[src/rtl/core/tet_gradient_operator_entries_core_assert.svh]
// Assertion macros for the tetrahedron gradient-operator core.
`ifndef TET_GRADIENT_OPERATOR_ENTRIES_CORE_ASSERT_SVH
`define TET_GRADIENT_OPERATOR_ENTRIES_CORE_ASSERT_SVH

// Same-cycle implication, checked on the rising edge of clock.
`define TGO_ASSERT_NOW(label, ante, cons) \
   label: assert property (@(posedge clock) disable iff (reset) (ante) |-> (cons)) \
      else $error("tgo: same-cycle check failed");

// Next-cycle implication.
`define TGO_ASSERT_NEXT(label, ante, cons) \
   label: assert property (@(posedge clock) disable iff (reset) (ante) |=> (cons)) \
      else $error("tgo: next-cycle check failed");

`endif

[src/rtl/core/tgo_pkg.sv]
// Package: types, widths and index helpers of the gradient-operator core.
`timescale 1ns / 1ps
`default_nettype none
package tgo_pkg;

   localparam int MAX_VERTS_DEF = 65536;
   localparam int MAX_TETS_DEF  = 65536;

   localparam int DW    = 33;   // edge difference
   localparam int BW    = 35;   // second multiplier operand
   localparam int PW    = 68;   // product
   localparam int CW    = 67;   // cofactor
   localparam int NW    = 69;   // numerator
   localparam int DETW  = 102;  // determinant
   localparam int QBITS = 32;   // quotient bits
   localparam int CNTW  = $clog2(QBITS + 1);

   localparam logic [4:0] OP_DET_FIRST = 5'd18;
   localparam logic [4:0] OP_LAST      = 5'd23;
   localparam logic [3:0] ENT_LAST     = 4'd11;
   localparam logic [1:0] KIND_MAX_OK  = 2'd1;
   localparam logic       REG_ENERGY_KIND = 1'b0;

   typedef enum logic [6:0] {
      S_IDLE      = 7'b0000001,
      S_MUL_ISSUE = 7'b0000010,
      S_MUL_TAKE  = 7'b0000100,
      S_PREP      = 7'b0001000,
      S_DIV_START = 7'b0010000,
      S_DIV_RUN   = 7'b0100000,
      S_EMIT      = 7'b1000000
   } state_type;

   typedef struct packed {
      logic              done;
      logic [QBITS-1:0]  quotient;
   } div_status_type;

   // Row index 0..2 from cofactor number 0..8.
   function automatic logic [1:0] row_of(input logic [3:0] k);
      logic [1:0] r;
      r = (k >= 4'd6) ? 2'd2 : ((k >= 4'd3) ? 2'd1 : 2'd0);
      return r;
   endfunction

   // Edge-matrix index for one term of a cofactor.
   // sel 0: (i+1,j+1) 1: (i+2,j+2) 2: (i+1,j+2) 3: (i+2,j+1)
   function automatic logic [3:0] cof_src(input logic [3:0] k, input logic [1:0] sel);
      logic [1:0] i, j, i1, i2, j1, j2, rr, cc;
      i  = row_of(k);
      j  = 2'(k - 4'(3 * i));
      i1 = (i == 2'd2) ? 2'd0 : 2'(i + 2'd1);
      i2 = (i == 2'd0) ? 2'd2 : 2'(i - 2'd1);
      j1 = (j == 2'd2) ? 2'd0 : 2'(j + 2'd1);
      j2 = (j == 2'd0) ? 2'd2 : 2'(j - 2'd1);
      case (sel)
         2'd0: begin rr = i1; cc = j1; end
         2'd1: begin rr = i2; cc = j2; end
         2'd2: begin rr = i1; cc = j2; end
         default: begin rr = i2; cc = j1; end
      endcase
      return 4'(3 * rr + cc);
   endfunction

   // Corner (0..3) of an output entry number 0..11.
   function automatic logic [1:0] ent_row(input logic [3:0] e);
      logic [1:0] r;
      r = (e >= 4'd9) ? 2'd3 : ((e >= 4'd6) ? 2'd2 : ((e >= 4'd3) ? 2'd1 : 2'd0));
      return r;
   endfunction

endpackage
`default_nettype wire

[src/rtl/core/tgo_mul.sv]
// Shared signed multiplier with registered product.
`timescale 1ns / 1ps
`default_nettype none
module tgo_mul (
   input  logic                           clock,
   input  logic signed [tgo_pkg::DW-1:0]  op_a,
   input  logic signed [tgo_pkg::BW-1:0]  op_b,
   output logic signed [tgo_pkg::PW-1:0]  prod_ff
);
   import tgo_pkg::*;

   logic signed [PW-1:0] prod_in;

   assign prod_in = PW'(op_a) * PW'(op_b);

   always_ff @(posedge clock) begin
      prod_ff <= prod_in;
   end

endmodule
`default_nettype wire

[config.mk]
export PLATFORM = sky130hd
export DESIGN_NAME = tgo_mul
export DESIGN_NICKNAME = d
export VERILOG_FILES = /design/src/rtl/core/tet_gradient_operator_entries_core_assert.svh /design/src/rtl/core/tgo_pkg.sv /design/src/rtl/core/tgo_mul.sv
export SDC_FILE = /design/constraint.sdc
export NUM_CORES = 2
export LEC_CHECK = 0
export BUFFER_PORTS_ARGS = -buffer_cell sky130_fd_sc_hd__buf_4
export CAP_MARGIN = 20
export CORE_ASPECT_RATIO = 1.1
export CORE_UTILIZATION = 28
export CTS_CLUSTER_SIZE = 8
export DETAILED_ROUTE_END_ITERATION = 12
export SLEW_MARGIN = 30
export SYNTH_ARGS = -nofsm -noshare
export SYNTH_HDL_FRONTEND = slang
export SYNTH_SLANG_ARGS = --single-unit
[constraint.sdc]
create_clock -name clock -period 9.12 [get_ports clock]
set_input_delay 0.912 -clock clock [delete_from_list [all_inputs] [get_ports clock]]
set_output_delay 0.912 -clock clock [all_outputs]
set_load 0.02 [all_outputs]
# [Word level (Yosys, flattened, before mapping)]
# Index checks and enable logic that the tools add are counted.
[op_classes] multipliers=1
[ops] operator="33-bit by 35-bit multiplier with 68-bit output" n=1
[totals] reg_bits=68 word_cells=2

# [Longest topological paths before layout]
[depth] ltp_word=1 ltp_mapped=29

# [Worst setup path before layout]
# Ideal clock, no wire load.
[synth_timing] kind="input port to flip-flop" from="input op_b[34] (netlist bit)" to="register prod_ff[66] (netlist bit)" setup_time_ns=0.127 arrival_time_ns=8.335 required_ns=8.993 setup_slack_ns=0.658 cell_stages=26 path_cell_list="clkbuf_1 > nand2_1 > inv_1 > fa_1 > fa_1 > fa_1 > inv_1 > fa_1 > inv_1 > fa_1 > fa_1 > inv_1 > fa_1 > fa_1 > inv_1 > ha_1 > clkbuf_1 > a21o_1 > a21o_1 > a21oi_1 > o21bai_1 > a21o_1 > a21o_1 > a2111oi_2 > nor3_1 > xor2_1"
[synth_between] elab_chain_cells=1
[synth_rtl] item="start: declaration" line="tgo_mul.sv:7" rtl="input logic signed [tgo_pkg::BW-1:0] op_b,"
[synth_rtl] item="33-bit by 35-bit multiplier with 68-bit output" line="tgo_mul.sv:14" rtl="assign prod_in = PW'(op_a) * PW'(op_b);"
[synth_rtl] item="named net prod_in[66]" line="tgo_mul.sv:12" rtl="logic signed [PW-1:0] prod_in;"
[synth_rtl] item="end signal: assignment" line="tgo_mul.sv:17" rtl="prod_ff <= prod_in;"
[synth_rtl] item="end: declaration" line="tgo_mul.sv:8" rtl="output logic signed [tgo_pkg::PW-1:0] prod_ff"
# The timed path passes the listed nets, and every way through them passes these cells.

# [Worst setup path in the final report]
[layout_timing] from="input op_a[7] (netlist bit)" to="register prod_ff[65] (netlist bit)"
[layout_between] elab_chain_cells=1
[layout_rtl] item="start: declaration" line="tgo_mul.sv:6" rtl="input logic signed [tgo_pkg::DW-1:0] op_a,"
[layout_rtl] item="33-bit by 35-bit multiplier with 68-bit output" line="tgo_mul.sv:14"
[layout_rtl] item="named net prod_in[65]" line="tgo_mul.sv:12"
# The timed path passes the listed nets, and every way through them passes these cells.

==> summary.md <==
| Metric | Value |
|---|---|
| Register area | `0.00136 mm²` |
| Most common cell on crit path | `fa_1` |
| PortBufs | `136` |
| Gpl congestion | `0.882` |
| FMAX | `116 MHz` |
| Max incr delay on CP | `0.66 ns` |
| Reg clk slew, reported paths | `0.07 ns` |
| Drt drc | `0` |
| Core Util, Final | `30.4%` |
| CTS Sinks | `68` |
| Netlist cell types | `78` |
| Initial antenna violation count | `9` |
| Slew @ Worst Pin | `0.659 ns` |
| Critical path fanouts, max | `35` |
| Setup Viol. Count Final | `0` |
| Hold-fix buffers at CTS | `0` |
| Share of cells above drive strength 1 | `5.25%` |
| Tmin final | `8.64 ns` |
| Final HPWL DP | `102000 µm` |
| Vias in the first global route | `33500` |
| CTS tree | `done` |
| Die area | `0.153 mm²` |
| Synthesized flop and latch total | `68` |
| GRT Util Overall | `17.2%` |
| Slowest stage cell, crit path | `a2111oi_0` |
| Worst Path Arrival | `8.92 ns` |
| Relative slew slack | `54.9%` |
| Largest net degree at the start of global routing | `36` |
| Ys async rst share | `0%` |
| Critical path required time | `9.40 ns` |
| Height of the chip | `410 µm` |
| Status | `finished clean` |
| Core Rows | `149` |
| Highest metal used | `met5` |
| Synth Instances | `4494` |
| Largest register FFs | `68` |
| H-tree Lvls | `3` |
| Post-Syn Area | `0.0424 mm²` |
| Hold crit path type | `input port to flop` |
| Post-CTS setup buffers | `0` |
| Max-capacitance violation count | `0` |
| Num CTS Buffers | `9` |
| DR pass1 iterations | `5` |
| Critical path class | `input port to flop` |
| Grt ovf | `0` |
| Setup Total Neg Slack | `0 ns` |
| CP endpoint | `prod_ff[65]$_DFF_P_` |
| Layout area overhead | `7.56%` |
| Root Driver | `clkbuf_16` |
| RSZ-0062 raised after global routing | `no` |
| Metal2 WL | `64800 µm` |
| Core area | `0.150 mm²` |
| Syn. warnings | `0` |
| Num ports | `137` |
| Die width | `373 µm` |
| Drt total wl | `128000 µm` |
| Syn avg cell area | `9.44 µm²` |
| Commonest non-fill, non-tap cell in the layout | `fa_1` |
| Final hold slack | `0.983 ns` |
| Post-synth EDFFs | `0` |
| Placed cell count | `6403` |
| Routed metal-1 wirelength | `49800 µm` |
| Detailed router's first-iteration violation count | `1775` |
| Final ANT Viol Nets | `0` |
| Nets | `5948` |
| Largest registers | `prod_ff: 68 flops` |
| First-pass GRT wire length | `199000 µm` |
| Layout Cells excl Fill | `6424` |
| Final hold vios | `0` |
| Commonest cells after routing, fill and taps aside | `1207 x fa_1, 1138 x inv_1, 589 x and2_1` |
| Top_reg_cell synth | `dfxtp_1` |
| CP startpoint | `op_a[7]` |
| Critical Path Sink Type | `flop` |
| Met3 WL post-DR | `7600 µm` |
| Via Count | `29900` |
| FILL cells | `15700` |
| Largest Register | `prod_ff` |
| Register area share after synthesis | `3.21%` |
| Area of the multi-input gates | `0.0357 mm²` |
| Post-CTS sizing | `0` |
| Final Cycle Share | `94.7%` |
| Slew Limit Fails | `0` |
| Deepest clock path buffer count | `2` |
| Post-DR wirelength/cell | `19.9 µm` |
| Starting density of the core | `28.3%` |
| Startpoint types | `input port` |
| Syn nets | `5991` |
| Vias/cell | `4.66` |
-- worst min path at each step --
stage,from,endpoint,slack [ns],cells past startpoint
final,op_a[0],prod_ff[0]$_DFF_P_,0.98,2
after global routing,op_a[0],prod_ff[0]$_DFF_P_,0.96,2
after CTS,op_a[0],prod_ff[0]$_DFF_P_,0.93,2
after floorplan,op_a[0],prod_ff[0]$_DFF_P_,1.04,1
after global placement,prod_ff[0]$_DFF_P_,prod_ff[0],1.33,1
after detailed placement,prod_ff[19]$_DFF_P_,prod_ff[19],1.33,1
-- area by class of cell --
class                   count  area share [%]
clock inverters             5           0.181
well taps                1963            5.38
flip-flops and latches     68            2.98
clock buffers              11           0.554
inverters                1138            9.36
multi-input cells        3044            78.4
repair buffers            190            3.13
diodes                      5          0.0274
-- layer usage --
layer  vias to the layer above  track usage, %
li1                      12700               -
met3                       239            2.46
met4                        10            6.64
met5                         -               0
met2                      1035            30.1
met1                     16000            21.2
-- cell families (layout without fill, tap and decap cells) --
| logic type | count (synthesis) | count (layout) | share of synthesized area, % |
|---|---|---|---|
| other | 0 | 5 | 0 |
| multiplexers | 2 | 2 | 0.0472 |
| AO/OA/AOI/OAI | 219 | 219 | 3.58 |
| adder cells (fa/ha/maj) | 1428 | 1428 | 63.5 |
| buffers and inverters | 1382 | 1344 | 12.5 |
| XOR/XNOR | 72 | 72 | 1.49 |
| AND/OR/NAND/NOR | 1323 | 1323 | 15.7 |
| flip-flops | 68 | 68 | 3.21 |
-- cells in the mapped netlist (37+ instances only) --
cell type | instances | share of area (%)
a21o_1 | 37 | 0.66
a21oi_1 | 58 | 0.68
and2_1 | 589 | 8.7
clkbuf_1 | 226 | 2.0
dfxtp_1 | 68 | 3.2
fa_1 | 1207 | 57
ha_1 | 221 | 6.5
inv_1 | 1138 | 10
nand2_1 | 581 | 5.1
nor2_1 | 65 | 0.58
o21ai_0 | 39 | 0.46
xnor2_1 | 49 | 1.0
-- per-stage QoR --
stage / setup slack, ns / instance area, µm²
floorplan: 0.658 / 42400
detailed placement: 0.214 / 45300
CTS: 0.617 / 45600
global placement: 0.242 / 45300
global route: 0.243 / 45600
finish: 0.484 / 45600
-- critical path: cells and delay by family --
| family | cells | cell delay (ns) |
|---|---|---|
| compound gates | 7 | 2.04 |
| xor+xnor | 1 | 0.15 |
| fa+ha+maj | 9 | 4.24 |
| buf+inv | 6 | 1.17 |
| simple gates | 2 | 0.39 |
Power is not shown: default switching activity piles up to over one toggle a cycle in this logic, so the estimate is an artifact.
