**src/rtl/core/tet_gradient_operator_entries_core_assert.svh**
```systemverilog
// Assertion macros for the tetrahedron gradient-operator core.
`ifndef TET_GRADIENT_OPERATOR_ENTRIES_CORE_ASSERT_SVH
`define TET_GRADIENT_OPERATOR_ENTRIES_CORE_ASSERT_SVH

// Same-cycle implication, checked on the rising edge of clock.
`define TGO_ASSERT_NOW(label, ante, cons) \
   label: assert property (@(posedge clock) disable iff (reset) (ante) |-> (cons)) \
      else $error("tgo: same-cycle check failed");

// Next-cycle implication.
`define TGO_ASSERT_NEXT(label, ante, cons) \
   label: assert property (@(posedge clock) disable iff (reset) (ante) |=> (cons)) \
      else $error("tgo: next-cycle check failed");

`endif

```
**src/rtl/core/tgo_pkg.sv**
```systemverilog
// Package: types, widths and index helpers of the gradient-operator core.
`timescale 1ns / 1ps
`default_nettype none
package tgo_pkg;

   localparam int MAX_VERTS_DEF = 65536;
   localparam int MAX_TETS_DEF  = 65536;

   localparam int DW    = 33;   // edge difference
   localparam int BW    = 35;   // second multiplier operand
   localparam int PW    = 68;   // product
   localparam int CW    = 67;   // cofactor
   localparam int NW    = 69;   // numerator
   localparam int DETW  = 102;  // determinant
   localparam int QBITS = 32;   // quotient bits
   localparam int CNTW  = $clog2(QBITS + 1);

   localparam logic [4:0] OP_DET_FIRST = 5'd18;
   localparam logic [4:0] OP_LAST      = 5'd23;
   localparam logic [3:0] ENT_LAST     = 4'd11;
   localparam logic [1:0] KIND_MAX_OK  = 2'd1;
   localparam logic       REG_ENERGY_KIND = 1'b0;

   typedef enum logic [6:0] {
      S_IDLE      = 7'b0000001,
      S_MUL_ISSUE = 7'b0000010,
      S_MUL_TAKE  = 7'b0000100,
      S_PREP      = 7'b0001000,
      S_DIV_START = 7'b0010000,
      S_DIV_RUN   = 7'b0100000,
      S_EMIT      = 7'b1000000
   } state_type;

   typedef struct packed {
      logic              done;
      logic [QBITS-1:0]  quotient;
   } div_status_type;

   // Row index 0..2 from cofactor number 0..8.
   function automatic logic [1:0] row_of(input logic [3:0] k);
      logic [1:0] r;
      r = (k >= 4'd6) ? 2'd2 : ((k >= 4'd3) ? 2'd1 : 2'd0);
      return r;
   endfunction

   // Edge-matrix index for one term of a cofactor.
   // sel 0: (i+1,j+1) 1: (i+2,j+2) 2: (i+1,j+2) 3: (i+2,j+1)
   function automatic logic [3:0] cof_src(input logic [3:0] k, input logic [1:0] sel);
      logic [1:0] i, j, i1, i2, j1, j2, rr, cc;
      i  = row_of(k);
      j  = 2'(k - 4'(3 * i));
      i1 = (i == 2'd2) ? 2'd0 : 2'(i + 2'd1);
      i2 = (i == 2'd0) ? 2'd2 : 2'(i - 2'd1);
      j1 = (j == 2'd2) ? 2'd0 : 2'(j + 2'd1);
      j2 = (j == 2'd0) ? 2'd2 : 2'(j - 2'd1);
      case (sel)
         2'd0: begin rr = i1; cc = j1; end
         2'd1: begin rr = i2; cc = j2; end
         2'd2: begin rr = i1; cc = j2; end
         default: begin rr = i2; cc = j1; end
      endcase
      return 4'(3 * rr + cc);
   endfunction

   // Corner (0..3) of an output entry number 0..11.
   function automatic logic [1:0] ent_row(input logic [3:0] e);
      logic [1:0] r;
      r = (e >= 4'd9) ? 2'd3 : ((e >= 4'd6) ? 2'd2 : ((e >= 4'd3) ? 2'd1 : 2'd0));
      return r;
   endfunction

endpackage
`default_nettype wire

```
**src/rtl/core/tgo_div.sv**
```systemverilog
// Restoring divider, one quotient bit per cycle; expects num < den.
`timescale 1ns / 1ps
`default_nettype none
module tgo_div (
   input  logic                          clock,
   input  logic                          reset,
   input  logic                          start,
   input  logic [tgo_pkg::DETW-1:0]      num,
   input  logic [tgo_pkg::DETW-1:0]      den,
   output tgo_pkg::div_status_type       status
);
   import tgo_pkg::*;

   logic [DETW-1:0]  rem_ff, rem_in;
   logic [QBITS-1:0] quo_ff, quo_in;
   logic [CNTW-1:0]  cnt_ff, cnt_in;
   logic             busy_ff, busy_in;
   logic             done_ff, done_in;
   logic [DETW:0]    shifted;

   always_comb begin
      shifted = {rem_ff, 1'b0};
      rem_in  = rem_ff;
      quo_in  = quo_ff;
      cnt_in  = cnt_ff;
      busy_in = busy_ff;
      done_in = 1'b0;
      if (start) begin
         rem_in  = num;
         quo_in  = '0;
         cnt_in  = CNTW'(QBITS);
         busy_in = 1'b1;
      end else if (busy_ff) begin
         if (shifted >= {1'b0, den}) begin
            rem_in = DETW'(shifted - {1'b0, den});
            quo_in = {quo_ff[QBITS-2:0], 1'b1};
         end else begin
            rem_in = shifted[DETW-1:0];
            quo_in = {quo_ff[QBITS-2:0], 1'b0};
         end
         cnt_in = cnt_ff - CNTW'(1);
         if (cnt_ff == CNTW'(1)) begin
            busy_in = 1'b0;
            done_in = 1'b1;
         end
      end
   end

   always_ff @(posedge clock) begin
      if (reset) begin
         busy_ff <= 1'b0;
         done_ff <= 1'b0;
         cnt_ff  <= '0;
      end else begin
         busy_ff <= busy_in;
         done_ff <= done_in;
         cnt_ff  <= cnt_in;
      end
      rem_ff <= rem_in;
      quo_ff <= quo_in;
   end

   assign status.done     = done_ff;
   assign status.quotient = quo_ff;

endmodule
`default_nettype wire

```
**config.mk**
```make
export PLATFORM = sky130hd
export DESIGN_NAME = tgo_div
export DESIGN_NICKNAME = d
export VERILOG_FILES = /design/src/rtl/core/tet_gradient_operator_entries_core_assert.svh /design/src/rtl/core/tgo_pkg.sv /design/src/rtl/core/tgo_div.sv
export SDC_FILE = /design/constraint.sdc
export NUM_CORES = 1
export LEC_CHECK = 0
export BUFFER_PORTS_ARGS = -buffer_cell sky130_fd_sc_hd__buf_2
export CAP_MARGIN = 15
export CELL_PAD_IN_SITES_DETAIL_PLACEMENT = 1
export CELL_PAD_IN_SITES_GLOBAL_PLACEMENT = 2
export CORE_MARGIN = 10
export CORE_UTILIZATION = 36
export CTS_CLUSTER_DIAMETER = 200
export DETAILED_ROUTE_END_ITERATION = 7
export HOLD_SLACK_MARGIN = 0.05
export PLACE_DENSITY_LB_ADDON = 0.1
export SYNTH_ARGS = -nofsm -noshare
export SYNTH_HDL_FRONTEND = slang
export SYNTH_SLANG_ARGS = --single-unit
```
**constraint.sdc**
```tcl
create_clock -name clock -period 8.1 [get_ports clock]
set_input_delay 1.62 -clock clock [delete_from_list [all_inputs] [get_ports clock]]
set_output_delay 1.62 -clock clock [all_outputs]
set_load 0.02 [all_outputs]
```
# After elaboration in Yosys (flattened, before gate mapping)
# Cells that the tools add are included.
# W data, S select, Z words.
dict set report classes {
  addsub 2
  n_lt_le_gt_ge 1
  n_eq_ne 1
  n_mux 10
  bitwise 1
  n_reduce_logical 3
}
# operator n
set ops {}
lappend ops {{$mux W102} 3}
lappend ops {{$ge A103 B102 Y1} 1}
lappend ops {{$sub A102 B102 Y102} 1}
lappend ops {{$mux W6} 2}
lappend ops {{$eq A6 B1 Y1 const B} 1}
lappend ops {{$sub A6 B1 Y6 const B} 1}
lappend ops {{$mux W1} 5}
lappend ops {{$reduce_or A3 Y1} 1}
lappend ops {{$reduce_bool A2 Y1} 1}
lappend ops {{$reduce_or A2 Y1} 1}
lappend ops {{$not A1 Y1} 1}
dict set report word_totals {
  register_bits 142
  output_inout_bits 33
  word_cells 24
}

# Logic depth before layout (Yosys ltp)
dict set report logic_depth {
  word_depth 4
  ltp_mapped 15
  depth_no_buf 12
}

# Worst setup path after synthesis
# Ideal clock, no wire load.
dict set report synth_path {
  kind {input -> register}
  startpoint {input start}
  endpoint {register rem_ff[0], enable pin}
  setup_time_ns 0.941
  t_arrival_ns 4.213
  required_ns 7.159
  slack_ns 2.946
  stages 5
  path_buffers 3
  cell_sequence {clkbuf_1 clkinv_1 clkbuf_1 clkbuf_1 nand2_1}
}
dict set report synth_via {
  elab_chain_cells 1
}
# element line
set synth_lines {}
lappend synth_lines {{from (decl)} tgo_div.sv:7} ;# input logic start,
lappend synth_lines {{$reduce_bool A2 Y1 (no line)} n/a}
lappend synth_lines {{to (signal assigned)} tgo_div.sv:59} ;# rem_ff <= rem_in;
lappend synth_lines {{to (decl)} tgo_div.sv:14} ;# logic [DETW-1:0] rem_ff, rem_in;
# Every way passes these cells.
# A chain may end at the register's enable or synchronous reset.

# Worst setup path after layout
dict set report layout_path {
  startpoint {input den[1] (netlist bit)}
  endpoint {register rem_ff[24] (data pin)}
}
dict set report layout_via {
  elab_chain_cells 4
  word_cells_on_any_way 5
}
# element line
set layout_lines {}
lappend layout_lines {{from (decl)} tgo_div.sv:9} ;# input logic [tgo_pkg::DETW-1:0] den,
lappend layout_lines {{$sub A102 B102 Y102 or $ge A103 B102 Y1 (tied branches)} {tgo_div.sv:35, tgo_div.sv:34}}
lappend layout_lines {{$mux W102 *} tgo_div.sv:34} ;# if (shifted >= {1'b0, den}) begin
lappend layout_lines {{$mux W102 *} tgo_div.sv:33} ;# end else if (busy_ff) begin
lappend layout_lines {{$mux W102 *} tgo_div.sv:28} ;# if (start) begin
lappend layout_lines {{net rem_in[24]} tgo_div.sv:14}
# Mark *: on every way through the listed nets, which the timed path passes. The rest lies on a longest branch. The select of a mux whose other input is x is not followed.

==> results.toml <==
[status]
outcome = "completed"

[power]
p_comb_frac = 0.543
intPower_mw = 2.23
power_frac_clock = 0.204
power.total_mw = 4.12
power_density_mw_per_mm2 = 257
switching_share = 0.459
ir_drop_mv = 0.147
leakage_nw = 7.13
p_seq_frac = 0.253
p_switching_mw = 1.89

[sta]
tightest_slew_ps = 1060
holdWs_ps = 487
fmax_ghz = 0.189
setup_ws_ps = 2800
drv_slew = 0
post-route-min-period_ps = 5300
finalSetupViolCount = 0
setup-tns-final_ps = 0
clock_skew_ps = 18.8
rsz0062_at_grt = "false"
hold_viol_final = 0
relSlewSlack = 0.295
post-route-period-util = 0.654

[place]
dpl.hpwl_um = 41500
place_ws_ps = 2370
io_buffers = 239
placed_cells = 2455
placed_cell_area_mm2 = 0.0154
gp_congestion = 0.861

[layout]
postLayoutCoreUtil = 0.417
nets = 2268
finalInstanceArea_mm2 = 0.0160
drive_gt1_frac = 0.158
area_growth_pct = 14.8
layout_commonest_cell = "buf_2"
final-instance-count-excl-fill = 2488
final_cell_mix = "238 x buf_2, 212 x a21oi_1, 167 x inv_1"

[hold_path]
min_path_type = "reg2reg"
min_from = "cnt_ff[0]"

[critical_path]
worst_setup_path_start_kind = "primary input"
path_common_cell = "a211oi_2"
max_stage_delay_ps = 730
critPathMaxFanout = 88
crit_slowest_cell = "buf_4"
crit_path_start = "den[1]"
critPathCaptureType = "register"
crit_buf_inv = 3
cpLargestDelayFamily = "compound AO/OA/AOI/OAI gates"
cp.arrival_ps = 5510
timing.rr.start = "rem_ff[0]"
required_ps = 8310
critical_path_class = "in2reg"
path_cells = "buf_2 > inv_1 > ha_1 > nor2b_1 > o31a_1 > o211ai_1 > a211oi_2 > o31ai_4 > a211oi_2 > a211oi_4 > buf_4 > o21ai_0 > mux2_2"

[die]
coreArea_mm2 = 0.0385
rows = 72
ios = 240
dieArea_mm2 = 0.0471
die_width_um = 217
start_util = 0.363
fp.dieH_um = 217

[route]
drt_iter0_markers = 788
routed_wirelength_um = 53200
viasPerCell = 5.62
first_pass_iters = 7
wl_per_cell_um = 21.4
dr_total_vias = 13974
antenna_left = 0
drc = 0

[clock_network]
post_cts_resized = 0
clock_sinks = 142
post-cts-setup-buffer-count = 0
cts-htree-levels = 4
cts_root_buf = "clkbuf_16"
worstSkewPairLatency_ps = 470
cts_tree = "built"
numCtsBuffers = 17
cts_buffer_depth = 2
hold_buffers = 0
clk_pin_slew_ps = 80

[synth]
syn_area_mm2 = 0.0140
syn-instance-count = 1802
synth_top_area_frac = 0.219
synth_seq_cells = 142
seq_area_frac_synth = 0.277
avgSynthCellArea_um2 = 7.75
syn-num-nets = 2114
synth_cell_types = 76
synth-main-ff-cell = "edfxtp_1"
synth_warnings = 0
synth_edf_count = 102
ys_top_cells_by_area = "edfxtp_1 22%, ha_1 9.3%, a21oi_1 7.6%, dfxtp_1 5.7%, inv_1 4.5%"
ys_async_sr_fraction = 0
yosysTopAreaCell = "edfxtp_1"

[grt]
grt_remaining_overflow = 0
grt_pass1_wl_um = 82900
grt_usage = 0.221
antenna_found_initial = 1
grt_max_degree = 123
grt_pass1_vias = 14690

[flow_run]
cap_violations = 0
==> kinds of logic (layout without fill, tap and decap cells) <==
group | after synthesis | after routing | synth area share
other | 0 | 1 | 0
AND/OR/NAND/NOR | 512 | 512 | 0.172
XOR/XNOR | 75 | 75 | 0.0470
multiplexers | 57 | 57 | 0.0418
buffers and inverters | 280 | 447 | 0.0774
AO/OA/AOI/OAI | 631 | 631 | 0.291
flip-flops | 142 | 142 | 0.277
adder cells (fa/ha/maj) | 105 | 105 | 0.0946
==> power by group through the flow <==
stage                     sequential, mW  combinational, mW  clock (mW)
after detailed placement            1.06               2.21           0
after floorplan                     1.02               1.63           0
after global placement              1.05               2.17           0
after global routing                1.06               2.49       0.890
after CTS                           1.04               2.22       0.859
final                               1.04               2.24       0.838
==> layer usage <==
metal  up-vias  routed length (um)  global-route usage
li1       6838                   -                   -
met1      6826               25700               0.297
met2       269               24600               0.361
met3        41                2150              0.0368
met4         0                 808              0.0524
met5         -                   0                   0
==> worst min-delay path, stage by stage (launching register included) <==
cell     delay (ps)
dfxtp_1         330
nand2_1          60
a21oi_1          50
==> Yosys cell counts (6+ instances only) <==
cell       number
o21a_1         44
a21boi_0        6
a21oi_1       212
nand2b_1       11
nor4_1         16
nand4_1        50
o21ai_1        25
mux2i_1        46
nand3_1        23
dfxtp_1        40
o21ai_0        92
o31ai_1         9
inv_1         167
o211ai_1       21
buf_2          18
nor3_1         39
clkbuf_1       85
or3_1          17
buf_1           7
a31oi_1        11
nor2b_1        10
a21o_1         58
a2bb2oi_1       8
nor2_1        144
a211oi_1       39
nand2_1       153
and2_1         12
mux2_2         11
o21bai_1       32
and3_1         21
xor2_1         35
edfxtp_1      102
ha_1          104
a211o_1        11
xnor2_1        40
==> layout make-up <==
cell class | count | area [um2]
multi-input combinational | 1380 | 9040
tap | 518 | 648
timing repair buffer | 247 | 1260
inverter | 168 | 632
fill | 4833 | 22400
clock inverter | 14 | 135
clock buffer | 18 | 450
antenna | 1 | 2.50
sequential | 142 | 3860
==> flip-flops by register name (all words and copies together), names as in the netlist <==
register and cells:
busy_ff 1, cnt_ff 6, done_ff 1, quo_ff 32, rem_ff 102
==> final timing paths <==
check	to	slack (ps)	depth (start not counted)
setup / recovery	rem_ff[24]	2800	13
hold / removal	cnt_ff[0]	490	2
setup reg to reg	rem_ff[24]	3640	11
hold reg to reg	cnt_ff[0]	490	2
No activity file was read; power rests on OpenSTA's default activity.
